--- config.mk ---
export PLATFORM = sky130hd
export DESIGN_NAME = steim1_difference_packer
export DESIGN_NICKNAME = d
export VERILOG_FILES = /design/src/rtl/s1dp_pkg.sv /design/src/rtl/s1dp_queue.sv /design/src/rtl/s1dp_front.sv /design/src/rtl/s1dp_back.sv /design/src/rtl/steim1_difference_packer.sv
export SDC_FILE = /design/constraint.sdc
export NUM_CORES = 1
export LEC_CHECK = 0
export ABC_AREA = 1
export BUFFER_PORTS_ARGS = -buffer_cell sky130_fd_sc_hd__buf_2
export CORE_ASPECT_RATIO = 1.5
export CORE_MARGIN = 4
export CORE_UTILIZATION = 39
export CTS_BUF_LIST = sky130_fd_sc_hd__clkbuf_4
export DETAILED_ROUTE_END_ITERATION = 12
export GPL_ROUTABILITY_DRIVEN = 0
export HOLD_SLACK_MARGIN = 0.03
export SLEW_MARGIN = 0
export SYNTH_ARGS = -nofsm -noshare
export SYNTH_HDL_FRONTEND = slang
export SYNTH_SLANG_ARGS = --single-unit
--- constraint.sdc ---
create_clock -name clk -period 13.9 [get_ports clk]
set_input_delay 2.085 -clock clk [delete_from_list [all_inputs] [get_ports clk]]
set_output_delay 2.085 -clock clk [all_outputs]
set_load 0.02 [all_outputs]
--- src/rtl/s1dp_pkg.sv ---
// shared types, constants and helpers of the steim-1 difference packer
package s1dp_pkg;

	localparam int SAMPLE_W = 32;
	localparam int OFFSET_W = 10;
	localparam int COUNT_W = 12;
	localparam int FRAME_W = 6;
	localparam int WPOS_W = 4;
	localparam int OUT_TDATA_W = 56;

	localparam int MAX_FRAMES = 63;
	localparam int QUEUE_DEPTH_DEF = 2;
	localparam logic [FRAME_W-1:0] FRAMES_RESET = 6'd7;

	localparam logic [WPOS_W-1:0] WPOS_RESET = 4'd2;
	localparam logic [WPOS_W-1:0] WPOS_LAST = 4'd14;

	localparam logic CMD_SAMPLE = 1'b0;
	localparam logic CMD_FLUSH = 1'b1;

	localparam logic [1:0] CODE_8 = 2'd1;
	localparam logic [1:0] CODE_16 = 2'd2;
	localparam logic [1:0] CODE_32 = 2'd3;

	localparam logic [OFFSET_W-1:0] OFS_FIRST = 10'd1;
	localparam logic [OFFSET_W-1:0] OFS_LAST = 10'd2;

	typedef enum logic [1:0] {
		WC_8,
		WC_16,
		WC_32
	} wclass_t;

	typedef struct packed {
		logic                cmd;
		logic [SAMPLE_W-1:0] sample;
		logic [SAMPLE_W-1:0] diff;
		wclass_t             wclass;
	} qentry_t;

	typedef struct packed {
		logic [OFFSET_W-1:0] offset;
		logic [SAMPLE_W-1:0] value;
		logic                done;
		logic [COUNT_W-1:0]  count;
	} result_t;

	typedef enum logic [2:0] {
		ST_IDLE,
		ST_EVAL,
		ST_OPEN,
		ST_NIB,
		ST_DATA,
		ST_CLOSE,
		ST_END
	} bstate_t;

	// narrowest packing that holds a difference
	function automatic wclass_t classify(input logic [SAMPLE_W-1:0] d);
		wclass_t c;
		if ((d[31:7] == '0) || (d[31:7] == '1)) begin
			c = WC_8;
		end else if ((d[31:15] == '0) || (d[31:15] == '1)) begin
			c = WC_16;
		end else begin
			c = WC_32;
		end
		return c;
	endfunction

endpackage

--- src/rtl/s1dp_queue.sv ---
// small flip-flop queue between the front and the packer
module s1dp_queue
	import s1dp_pkg::*;
#(
	parameter int DEPTH = QUEUE_DEPTH_DEF
) (
	input  logic    clk,
	input  logic    arst_n,
	input  logic    push,
	input  qentry_t push_entry,
	output logic    full,
	input  logic    pop,
	output qentry_t pop_entry,
	output logic    nonempty
);

	localparam int PTR_W = (DEPTH > 1) ? $clog2(DEPTH) : 1;
	localparam int CNT_W = $clog2(DEPTH + 1);
	localparam logic [PTR_W-1:0] PTR_LAST = PTR_W'(DEPTH - 1);
	localparam logic [CNT_W-1:0] CNT_FULL = CNT_W'(DEPTH);

	qentry_t          mem_q [DEPTH];
	logic [PTR_W-1:0] wr_ptr_q;
	logic [PTR_W-1:0] rd_ptr_q;
	logic [CNT_W-1:0] fill_q;
	logic             do_push;
	logic             do_pop;

	assign full = (fill_q == CNT_FULL);
	assign nonempty = (fill_q != '0);
	assign do_push = push && !full;
	assign do_pop = pop && nonempty;
	assign pop_entry = mem_q[rd_ptr_q];

	always_ff @(posedge clk) begin
		if (do_push) begin
			mem_q[wr_ptr_q] <= push_entry;
		end
	end

	always_ff @(posedge clk or negedge arst_n) begin
		if (!arst_n) begin
			wr_ptr_q <= '0;
			rd_ptr_q <= '0;
			fill_q <= '0;
		end else begin
			if (do_push) begin
				wr_ptr_q <= (wr_ptr_q == PTR_LAST) ? '0 : wr_ptr_q + PTR_W'(1);
			end
			if (do_pop) begin
				rd_ptr_q <= (rd_ptr_q == PTR_LAST) ? '0 : rd_ptr_q + PTR_W'(1);
			end
			fill_q <= fill_q + CNT_W'(do_push) - CNT_W'(do_pop);
		end
	end

endmodule

--- src/rtl/s1dp_front.sv ---
// input side: takes words, forms first differences and classifies their width
module s1dp_front
	import s1dp_pkg::*;
(
	input  logic                clk,
	input  logic                arst_n,
	input  logic                s_tvalid,
	output logic                s_tready,
	input  logic [SAMPLE_W-1:0] s_tdata,
	input  logic                s_tuser,
	input  logic                q_full,
	output logic                q_push,
	output qentry_t             q_entry
);

	logic [SAMPLE_W-1:0] prev_q;
	logic [SAMPLE_W-1:0] diff;

	assign s_tready = !q_full;
	assign q_push = s_tvalid && s_tready;
	assign diff = s_tdata - prev_q;

	always_comb begin
		q_entry.cmd = s_tuser;
		q_entry.sample = s_tdata;
		q_entry.diff = diff;
		q_entry.wclass = classify(diff);
	end

	always_ff @(posedge clk or negedge arst_n) begin
		if (!arst_n) begin
			prev_q <= '0;
		end else if (q_push && (s_tuser == CMD_SAMPLE)) begin
			prev_q <= s_tdata;
		end
	end

endmodule

--- src/rtl/s1dp_back.sv ---
// packer: difference buffer, frame bookkeeping and word writes
module s1dp_back
	import s1dp_pkg::*;
(
	input  logic                   clk,
	input  logic                   arst_n,
	input  logic                   q_valid,
	input  qentry_t                q_entry,
	output logic                   q_pop,
	input  logic [FRAME_W-1:0]     frames_cfg,
	output logic                   m_tvalid,
	input  logic                   m_tready,
	output logic [OUT_TDATA_W-1:0] m_tdata,
	output logic                   m_tuser,
	output logic                   m_tlast
);

	bstate_t state_q, state_d;

	logic [SAMPLE_W-1:0] diff_q [4];
	logic [SAMPLE_W-1:0] smp_q [4];
	wclass_t             cls_q [4];
	logic [2:0]          cnt_q;
	logic [SAMPLE_W-1:0] tail_q;
	logic [SAMPLE_W-1:0] nib_q;
	logic [WPOS_W-1:0]   wpos_q;
	logic [FRAME_W-1:0]  frame_q;
	logic [COUNT_W-1:0]  packed_q;
	logic                open_q;
	logic                flush_q;
	logic [SAMPLE_W-1:0] w_q;

	result_t pend_q;
	logic    pend_v_q;
	result_t out_q;
	logic    out_last_q;
	logic    out_v_q;

	logic                all8_2, all8_3, all8_4, all16_2;
	logic                loop_cond, go_pack;
	logic [2:0]          k;
	logic [1:0]          code;
	logic [SAMPLE_W-1:0] word;
	logic [WPOS_W-1:0]   wp, wp_next;
	logic [4:0]          shamt;
	logic [SAMPLE_W-1:0] nib_new;
	logic [FRAME_W-1:0]  frame_next;
	logic [FRAME_W-1:0]  eff;
	logic                close_due;
	logic                out_free, emit_ok, emit, emit_go, fin;
	result_t             res;

	assign all8_2 = (cls_q[0] == WC_8) && (cls_q[1] == WC_8);
	assign all8_3 = all8_2 && (cls_q[2] == WC_8);
	assign all8_4 = all8_3 && (cls_q[3] == WC_8);
	assign all16_2 = (cls_q[0] != WC_32) && (cls_q[1] != WC_32);

	always_comb begin
		unique case (cnt_q)
			3'd1: loop_cond = (cls_q[0] == WC_32);
			3'd2: loop_cond = !all8_2;
			3'd3: loop_cond = !all8_3;
			3'd4: loop_cond = 1'b1;
			default: loop_cond = 1'b0;
		endcase
	end

	assign go_pack = flush_q ? (cnt_q != 3'd0) : loop_cond;

	always_comb begin
		priority if ((cnt_q == 3'd4) && all8_4) begin
			k = 3'd4;
			code = CODE_8;
			word = {diff_q[0][7:0], diff_q[1][7:0], diff_q[2][7:0], diff_q[3][7:0]};
		end else if ((cnt_q >= 3'd2) && all16_2) begin
			k = 3'd2;
			code = CODE_16;
			word = {diff_q[0][15:0], diff_q[1][15:0]};
		end else begin
			k = 3'd1;
			code = CODE_32;
			word = diff_q[0];
		end
	end

	// slot in the frame, held below the last data word
	assign wp = (wpos_q > WPOS_LAST) ? WPOS_LAST : wpos_q;
	assign wp_next = wp + 4'd1;
	assign shamt = 5'd28 - {wp, 1'b0};
	assign nib_new = nib_q | ({30'd0, code} << shamt);
	assign frame_next = (wp == WPOS_LAST) ? frame_q + 6'd1 : frame_q;

	always_comb begin
		if (frames_cfg == '0) begin
			eff = 6'd1;
		end else if (int'(frames_cfg) > MAX_FRAMES) begin
			eff = FRAME_W'(MAX_FRAMES);
		end else begin
			eff = frames_cfg;
		end
	end

	assign close_due = (frame_next >= eff);

	// one result is held back so the final one of an input can be tagged
	assign out_free = !out_v_q || m_tready;
	assign emit_ok = !pend_v_q || out_free;
	assign emit_go = emit && emit_ok;

	always_comb begin
		state_d = state_q;
		q_pop = 1'b0;
		emit = 1'b0;
		fin = 1'b0;
		res.offset = OFS_FIRST;
		res.value = smp_q[0];
		res.done = 1'b0;
		res.count = '0;
		unique case (state_q)
			ST_IDLE: begin
				if (q_valid) begin
					q_pop = 1'b1;
					state_d = ST_EVAL;
				end
			end
			ST_EVAL: begin
				if (go_pack) begin
					state_d = open_q ? ST_NIB : ST_OPEN;
				end else if (flush_q && open_q) begin
					state_d = ST_CLOSE;
				end else begin
					state_d = ST_END;
				end
			end
			ST_OPEN: begin
				emit = 1'b1;
				if (emit_ok) state_d = ST_NIB;
			end
			ST_NIB: begin
				emit = 1'b1;
				res.offset = {frame_q, 4'd0};
				res.value = nib_new;
				res.count = packed_q + COUNT_W'(k);
				if (emit_ok) state_d = ST_DATA;
			end
			ST_DATA: begin
				emit = 1'b1;
				res.offset = {frame_q, wp_next};
				res.value = w_q;
				res.count = packed_q;
				if (emit_ok) state_d = close_due ? ST_CLOSE : ST_EVAL;
			end
			ST_CLOSE: begin
				emit = 1'b1;
				res.offset = OFS_LAST;
				res.value = tail_q;
				res.done = 1'b1;
				res.count = packed_q;
				if (emit_ok) state_d = ST_EVAL;
			end
			ST_END: begin
				if (!pend_v_q) begin
					state_d = ST_IDLE;
				end else if (out_free) begin
					fin = 1'b1;
					state_d = ST_IDLE;
				end
			end
			default: state_d = ST_IDLE;
		endcase
	end

	always_ff @(posedge clk or negedge arst_n) begin
		if (!arst_n) begin
			state_q <= ST_IDLE;
		end else begin
			state_q <= state_d;
		end
	end

	// buffer and output payload
	always_ff @(posedge clk) begin
		if (q_pop && (q_entry.cmd == CMD_SAMPLE) && (cnt_q < 3'd4)) begin
			diff_q[cnt_q[1:0]] <= q_entry.diff;
			smp_q[cnt_q[1:0]] <= q_entry.sample;
			cls_q[cnt_q[1:0]] <= q_entry.wclass;
		end else if ((state_q == ST_NIB) && emit_go) begin
			if (k == 3'd2) begin
				diff_q[0] <= diff_q[2];
				diff_q[1] <= diff_q[3];
				smp_q[0] <= smp_q[2];
				smp_q[1] <= smp_q[3];
				cls_q[0] <= cls_q[2];
				cls_q[1] <= cls_q[3];
			end else if (k == 3'd1) begin
				for (int i = 0; i < 3; i++) begin
					diff_q[i] <= diff_q[i+1];
					smp_q[i] <= smp_q[i+1];
					cls_q[i] <= cls_q[i+1];
				end
			end
		end
		if ((state_q == ST_NIB) && emit_go) begin
			w_q <= word;
		end
		if (emit_go) begin
			pend_q <= res;
			if (pend_v_q) begin
				out_q <= pend_q;
				out_last_q <= 1'b0;
			end
		end else if (fin) begin
			out_q <= pend_q;
			out_last_q <= 1'b1;
		end
	end

	always_ff @(posedge clk or negedge arst_n) begin
		if (!arst_n) begin
			cnt_q <= '0;
			tail_q <= '0;
			nib_q <= '0;
			wpos_q <= WPOS_RESET;
			frame_q <= '0;
			packed_q <= '0;
			open_q <= 1'b0;
			flush_q <= 1'b0;
			pend_v_q <= 1'b0;
			out_v_q <= 1'b0;
		end else begin
			if (q_pop) begin
				flush_q <= (q_entry.cmd == CMD_FLUSH);
				if ((q_entry.cmd == CMD_SAMPLE) && (cnt_q < 3'd4)) begin
					cnt_q <= cnt_q + 3'd1;
				end
			end
			if (emit_go) begin
				unique case (state_q)
					ST_OPEN: begin
						open_q <= 1'b1;
						packed_q <= '0;
						frame_q <= '0;
						nib_q <= '0;
						wpos_q <= WPOS_RESET;
					end
					ST_NIB: begin
						nib_q <= nib_new;
						packed_q <= packed_q + COUNT_W'(k);
						cnt_q <= (cnt_q > k) ? cnt_q - k : 3'd0;
						tail_q <= smp_q[k[1:0] - 2'd1];
					end
					ST_DATA: begin
						if (wp == WPOS_LAST) begin
							wpos_q <= '0;
							nib_q <= '0;
							frame_q <= frame_next;
						end else begin
							wpos_q <= wp_next;
						end
					end
					ST_CLOSE: open_q <= 1'b0;
					default: ;
				endcase
			end
			if ((emit_go && pend_v_q) || fin) begin
				out_v_q <= 1'b1;
			end else if (m_tready) begin
				out_v_q <= 1'b0;
			end
			if (emit_go) begin
				pend_v_q <= 1'b1;
			end else if (fin) begin
				pend_v_q <= 1'b0;
			end
		end
	end

	assign m_tvalid = out_v_q;
	assign m_tdata = {2'b00, out_q.count, out_q.value, out_q.offset};
	assign m_tuser = out_q.done;
	assign m_tlast = out_last_q;

endmodule

--- src/rtl/steim1_difference_packer.sv ---
// top level of the steim-1 difference packer
//
// s_* channel: one word per sample or command. s_tuser is the command
// (0 = new sample, 1 = flush and close the record), s_tdata the signed sample.
// m_* channel: one word per write into the record image. m_tlast marks the
// final write caused by an input word, m_tuser the write that closes a record.
// cfg_* channel: frames per record, always ready, to be written while idle.
//
// the front takes an input word every cycle while its queue has room; the
// packer then works one queued word at a time. a sample that packs nothing
// passes the idle, evaluation and end states; each packed data word adds a
// nibble word write, a data word write and a fresh look at the buffer, a
// record open adds an open write and a close a closing write. each write
// waits one write in a holding stage so the last can be tagged.
// reset clears previous sample, buffer fill, record state and queue; no
// clearing pass is needed. when m_tready is low the output word holds, the
// packer stops at its next write and the queue fills, then s_tready drops.
module steim1_difference_packer
	import s1dp_pkg::*;
#(
	parameter int QUEUE_DEPTH = QUEUE_DEPTH_DEF
) (
	input  logic                   clk,
	input  logic                   arst_n,
	input  logic                   s_tvalid,
	output logic                   s_tready,
	input  logic [SAMPLE_W-1:0]    s_tdata,   // [31:0] sample
	input  logic                   s_tuser,   // [0] command
	output logic                   m_tvalid,
	input  logic                   m_tready,
	output logic [OUT_TDATA_W-1:0] m_tdata,   // [9:0] word_offset, [41:10] word_value,
	                                          // [53:42] samples_in_record, [55:54] zero
	output logic                   m_tuser,   // [0] record_done
	output logic                   m_tlast,
	input  logic                   cfg_valid,
	output logic                   cfg_ready,
	input  logic [FRAME_W-1:0]     cfg_data
);

	logic               q_push;
	qentry_t            q_in;
	logic               q_full;
	logic               q_pop;
	qentry_t            q_out;
	logic               q_nonempty;
	logic [FRAME_W-1:0] frames_q;

	assign cfg_ready = 1'b1;

	always_ff @(posedge clk or negedge arst_n) begin
		if (!arst_n) begin
			frames_q <= FRAMES_RESET;
		end else if (cfg_valid && cfg_ready) begin
			frames_q <= cfg_data;
		end
	end

	s1dp_front u_front (
		.clk      (clk),
		.arst_n   (arst_n),
		.s_tvalid (s_tvalid),
		.s_tready (s_tready),
		.s_tdata  (s_tdata),
		.s_tuser  (s_tuser),
		.q_full   (q_full),
		.q_push   (q_push),
		.q_entry  (q_in)
	);

	s1dp_queue #(
		.DEPTH (QUEUE_DEPTH)
	) u_queue (
		.clk        (clk),
		.arst_n     (arst_n),
		.push       (q_push),
		.push_entry (q_in),
		.full       (q_full),
		.pop        (q_pop),
		.pop_entry  (q_out),
		.nonempty   (q_nonempty)
	);

	s1dp_back u_back (
		.clk        (clk),
		.arst_n     (arst_n),
		.q_valid    (q_nonempty),
		.q_entry    (q_out),
		.q_pop      (q_pop),
		.frames_cfg (frames_q),
		.m_tvalid   (m_tvalid),
		.m_tready   (m_tready),
		.m_tdata    (m_tdata),
		.m_tuser    (m_tuser),
		.m_tlast    (m_tlast)
	);

endmodule

* Word level (Yosys, flattened, before mapping)
Memory sizes are Yosys's and may differ from the RTL's. A register that Yosys moved wholly into a read port is not among the register bits.
Index checks and enable logic that the tools add are counted.
** Cells by class
- $add $sub $neg :: 12
- $lt $le $gt $ge :: 5
- Equal/unequal tests :: 27
- Shift operators :: 1
- Multiplexer cells :: 87
- Bitwise logic cells :: 9
- Reductions and logical operators :: 57
** Operators with widths (number)
- two-way mux 32 bit :: 9
- two-way mux 55 bit :: 3
- one-hot mux 42 bit (3 select lines) :: 1
- one-hot mux 32 bit (3 select lines) :: 1
- OR reduction 32 bit :: 2
- one-hot mux 12 bit (2 select lines) :: 2
- two-way mux 3 bit :: 15
- two-way mux 1 bit :: 35
- bitwise OR 32 bit :: 1
- left shift 2 x 5 -> 32 bit :: 1
- subtractor 32 bit :: 1
- equality test 25 bit, second input constant :: 1
- logical NOT 25 bit :: 1
- two-way mux 2 bit :: 11
- one-hot mux 3 bit (7 select lines) :: 1
- two-way mux 6 bit :: 3
- equality test 17 bit, second input constant :: 1
- logical AND 1 bit :: 17
- logical NOT 17 bit :: 1
- equality test 3 x 2 -> 1 bit, second input constant :: 5
- inequality test 2 x 1 -> 1 bit, second input constant :: 7
- adder 12 x 3 -> 12 bit :: 1
- equality test 3 bit, second input constant :: 4
- one-hot mux 6 bit (2 select lines) :: 1
- other kinds (37) :: 73
** Storage, ports and cells
- Flip-flop bits (word level) :: 249
- Memory bits (writable) :: 398
- Input port bits :: 44
- Output and inout bits :: 61
- Logic and storage cells :: 227
- Memories kept :: 4
** Memory list
- u_queue.mem_q :: words 2, bits a word 67, rd ports 1, clocked after Yosys merged registers in 0, write ports 1, line s1dp_queue.sv:22 : qentry_t mem_q [DEPTH];
- u_back.diff_q :: words 4, bits a word 32, rd ports 4, clocked after Yosys merged registers in 0, write ports 3, line s1dp_back.sv:20 : logic [SAMPLE_W-1:0] diff_q [4];
- u_back.smp_q :: words 4, bits a word 32, rd ports 5, clocked after Yosys merged registers in 1, write ports 3, line s1dp_back.sv:21 : logic [SAMPLE_W-1:0] smp_q [4];
- u_back.cls_q :: words 4, bits a word 2, rd ports 4, clocked after Yosys merged registers in 0, write ports 3, line s1dp_back.sv:22 : wclass_t cls_q [4];

* Logic depth before layout (Yosys ltp)
An unclocked memory read counts as a cell.
- Depth after elaboration :: 16
- Mapped depth :: 21
- Depth with buffers taken out :: 21

* By module
Synthesis repeated with hierarchy kept, for this count alone.
** Unflattened totals
- Cells, all modules :: 3455
- Area, all modules :: 32872.8 um2
** Modules (own cells, without submodules)
- s1dp_back :: instances 1, cells an instance 2228, area each 23009.6 um2, sequential area each 14625.3 um2
- s1dp_queue :: instances 1, cells an instance 383, area each 5113.7 um2, sequential area each 4124.0 um2
- s1dp_front :: instances 1, cells an instance 817, area each 4513.1 um2, sequential area each 800.8 um2
- steim1_difference_packer :: instances 1, cells an instance 27, area each 236.5 um2, sequential area each 153.9 um2

* Worst setup path after synthesis
No wires, ideal clock.
- Path kind :: register -> register
- Start :: register u_back.state_q[1]
- End :: memory u_back.cls_q[0][0] (netlist bit) (enable)
- Setup time :: 0.581 ns
- Data arrival time :: 5.801 ns
- Data required time :: 13.319 ns
- Path slack :: 7.518 ns
- Stages on the path, launching flop included :: 6
- Path buffers :: 0
- Clock period less this slack :: 6.382 ns
- Cell sequence :: dfrtp_1 > nor2_1 > nand2_1 > a21oi_1 > nand2_1 > o21ai_0
** RTL lines
- from (decl) :: line s1dp_back.sv:18 : bstate_t state_q, state_d;
- from (signal assigned) :: line s1dp_back.sv:177 : state_q <= state_d;
- to (decl) :: line s1dp_back.sv:22

==> flow_metrics.tcl <==
set metrics [dict create \
    min_path_type "reg2reg" \
    criticalPathCategory "in2reg" \
    fill_cells 7789 \
    netlist_top_cells_area "edfxtp_1 51%, nand2_1 11%, dfrtp_1 10%" \
    viasPerCell 5.07 \
    power_leakage_nw 15.0 \
    die_h_um 359 \
    ys_warn_count 0 \
    layout_setup_ws_ns 9.66 \
    numCtsBuffers 169 \
    max_freq_ghz 0.236 \
    cp.arrival_ns 4.85 \
    regArea_sq_mm 0.0197 \
    antenna_found_initial 5 \
    ctsResizeCount 0 \
    async_reset_ff_frac 0.203 \
    setup_viol 0 \
    grtUsageTotal 0.191 \
    dp_slack_ns 8.63 \
    vias 23370 \
    p_sw_w 0.00329 \
    htreeDepth 4 \
    dieArea_sq_mm 0.0866 \
    setup_tns_ns 0 \
    clkTransAtPathRegs_ns 0.06 \
    powerDensity_mw_per_mm2 232 \
    synth_common_cells "932 x nand2_1, 541 x edfxtp_1, 383 x o21ai_0" \
    cts.path.max_buffers 3 \
    slew_viol_final 0 \
    fin_crit_ns 4.24 \
    synth-seq-cells 679 \
    synthToLayoutAreaGrowth_pct 12.2 \
    drtIter0Drc 1623 \
    worstPathMaxFanout 117 \
    synth.most_common_cell "nand2_1" \
    grt_pass1_wl_mm 129 \
    avgSynthCellArea_sq_um 9.78 \
    max_slew.worst_pin.slew_ns 1.07 \
    die_x_um 242 \
    yosysUniqueCellTypes 53 \
    routed_wl_mm 82.5 \
    relSlewSlack 0.284 \
    seqPwrFrac 0.406 \
    root_buffer "clkbuf_4" \
    netlist_area_sq_mm 0.0319 \
    multiInputGateArea_sq_mm 0.0104 \
    num_rows 128 \
    critPathRequiredTime_ns 14.50 \
    initial_core_util 0.393 \
    ant_nets 0 \
    cts_hold_buf 0 \
    combPwrFrac 0.376 \
    insertion_delay_ns 1.00 \
    io_pins 105 \
    stdcell_count 4610 \
    synth-edff-count 541 \
    dp_cells 4291 \
    clock_power_share 0.219 \
    drive_gt1_frac 0.145 \
    hpwl_mm 56.6 \
    grt_max_degree 118 \
    cts_setup_buffers 0 \
    post_drt_wl_per_cell_um 17.9 \
    coreArea_sq_mm 0.0812 \
    nets 3525 \
    utilization 0.441 \
    status "completed" \
    ys.flop_type "edfxtp_1" \
    skew_ns 0.0620 \
    drt_first_pass_iters 6 \
    route.detailed.drc 0 \
    grt-ovfl-total 0 \
    total_power_w 0.00831 \
    synth.top_cell.area_share 0.509 \
    cp-start-kind "primary input" \
    cts_tree "built" \
    fin_crit_sh 0.305 \
    yosysTopAreaCell "edfxtp_1" \
    cts_sinks 679 \
    grt_pass1_vias 22703 \
    synth_cells 3266 \
    cp-end-kind "flip-flop" \
    hold_viol 0 \
    rsz0062_at_grt "no" \
    ir_worst_vdd_mv 0.0960 \
    switching_share 0.396 \
    cap_violations 0 \
    p_int_w 0.00502 \
    port_buffers 101 \
    yosysSeqAreaShare 0.617 \
]
[final timing paths]
kind,startpoint,endpoint,slack [ns],cells after the start
setup / recovery,m_tready,u_back.smp_q[0][6],9.66,10
hold / removal,u_back.pend_q[32],u_back.m_tdata[29],0.39,0
min in group asynchronous,arst_n,u_front.prev_q[29],1.18,1
max in group asynchronous,arst_n,u_queue.rd_ptr_q,11.23,2
setup reg to reg,u_back.state_q[2],u_back.smp_q[0][6],9.90,10
hold reg to reg,u_back.pend_q[32],u_back.m_tdata[29],0.39,0
[routing by layer]
layer | up-vias | track usage | part of all wire
met5 | - | 0 | 0.00046
met4 | 6 | 0.0789 | 0.035
met3 | 171 | 0.0411 | 0.049
met2 | 668 | 0.340 | 0.51
met1 | 11000 | 0.224 | 0.41
li1 | 11525 | - | -
[kinds of logic (layout without fill, tap and decap cells)]
logic type	Yosys count	count (layout)	share of synthesized area
and+or+nand+nor	1342	1342	0.172
AOI/OAI and AO/OA	651	651	0.118
xor gates and xnor gates	24	24	0.00682
DFF	679	679	0.617
buffers and inverters	508	808	0.0615
muxes	1	1	0.000353
adders and majority gates	59	59	0.0238
other	2	6	0.000235
[final cells by class]
cell class              count  area share
clock inverters            57      0.0124
multi-input cells        2080       0.289
diodes                      3    0.000209
repair buffers            129      0.0201
well taps                1040      0.0363
inverters                 363      0.0382
flip-flops and latches    679       0.550
clock buffers             259      0.0542
[through the flow]
step,hold slack [ns],cell area [sq um]
final,0.389,35800
after global routing,0.405,35800
after CTS,0.396,35800
after detailed placement,0.405,33500
after global placement,0.402,33500
after floorplan,0.400,31900
[registers in the layout (all words and copies together), names as in the netlist, 8 cells and up]
name             flops
u_back.cls_q         8
u_back.diff_q      128
u_back.m_tdata      54
u_back.nib_q        32
u_back.packed_q     12
u_back.pend_q       55
u_back.smp_q       128
u_back.tail_q       32
u_back.w_q          32
u_front.prev_q      32
u_queue.mem_q      134
[cell usage in the layout, fill, tap and decap left out, types with 21 or more instances in the layout]
master / n
a221oi_1: 30
nand2_1: 929
a21oi_1: 62
clkbuf_4: 259
nand2_2: 21
dfrtp_1: 133
edfxtp_1: 541
ha_1: 56
o21ai_1: 41
or2_2: 27
buf_2: 100
o221ai_1: 25
nor2_1: 196
nand3_1: 93
clkinv_1: 46
a2bb2oi_1: 24
o21ai_0: 381
inv_1: 336
nand4_1: 24
buf_4: 28
[worst max-delay path, cell delays in order]
cell and delay, ns:
buf_2 0.07, nor2_1 0.05, nand2_1 0.08, nand2_1 0.21
nor2_4 0.55, inv_2 0.07, nor2_1 0.25, inv_6 0.27
o21ai_4 0.29, buf_4 0.74
[power by group through the flow]
stage,combinational [W],clock [W],sequential [W]
finish,0.00312,0.00182,0.00337
floorplan,0.00203,0,0.00350
CTS,0.00315,0.00188,0.00338
global route,0.00351,0.00200,0.00343
detailed placement,0.00314,0,0.00342
global placement,0.00309,0,0.00340
Power figures use the tool's default switching activity.
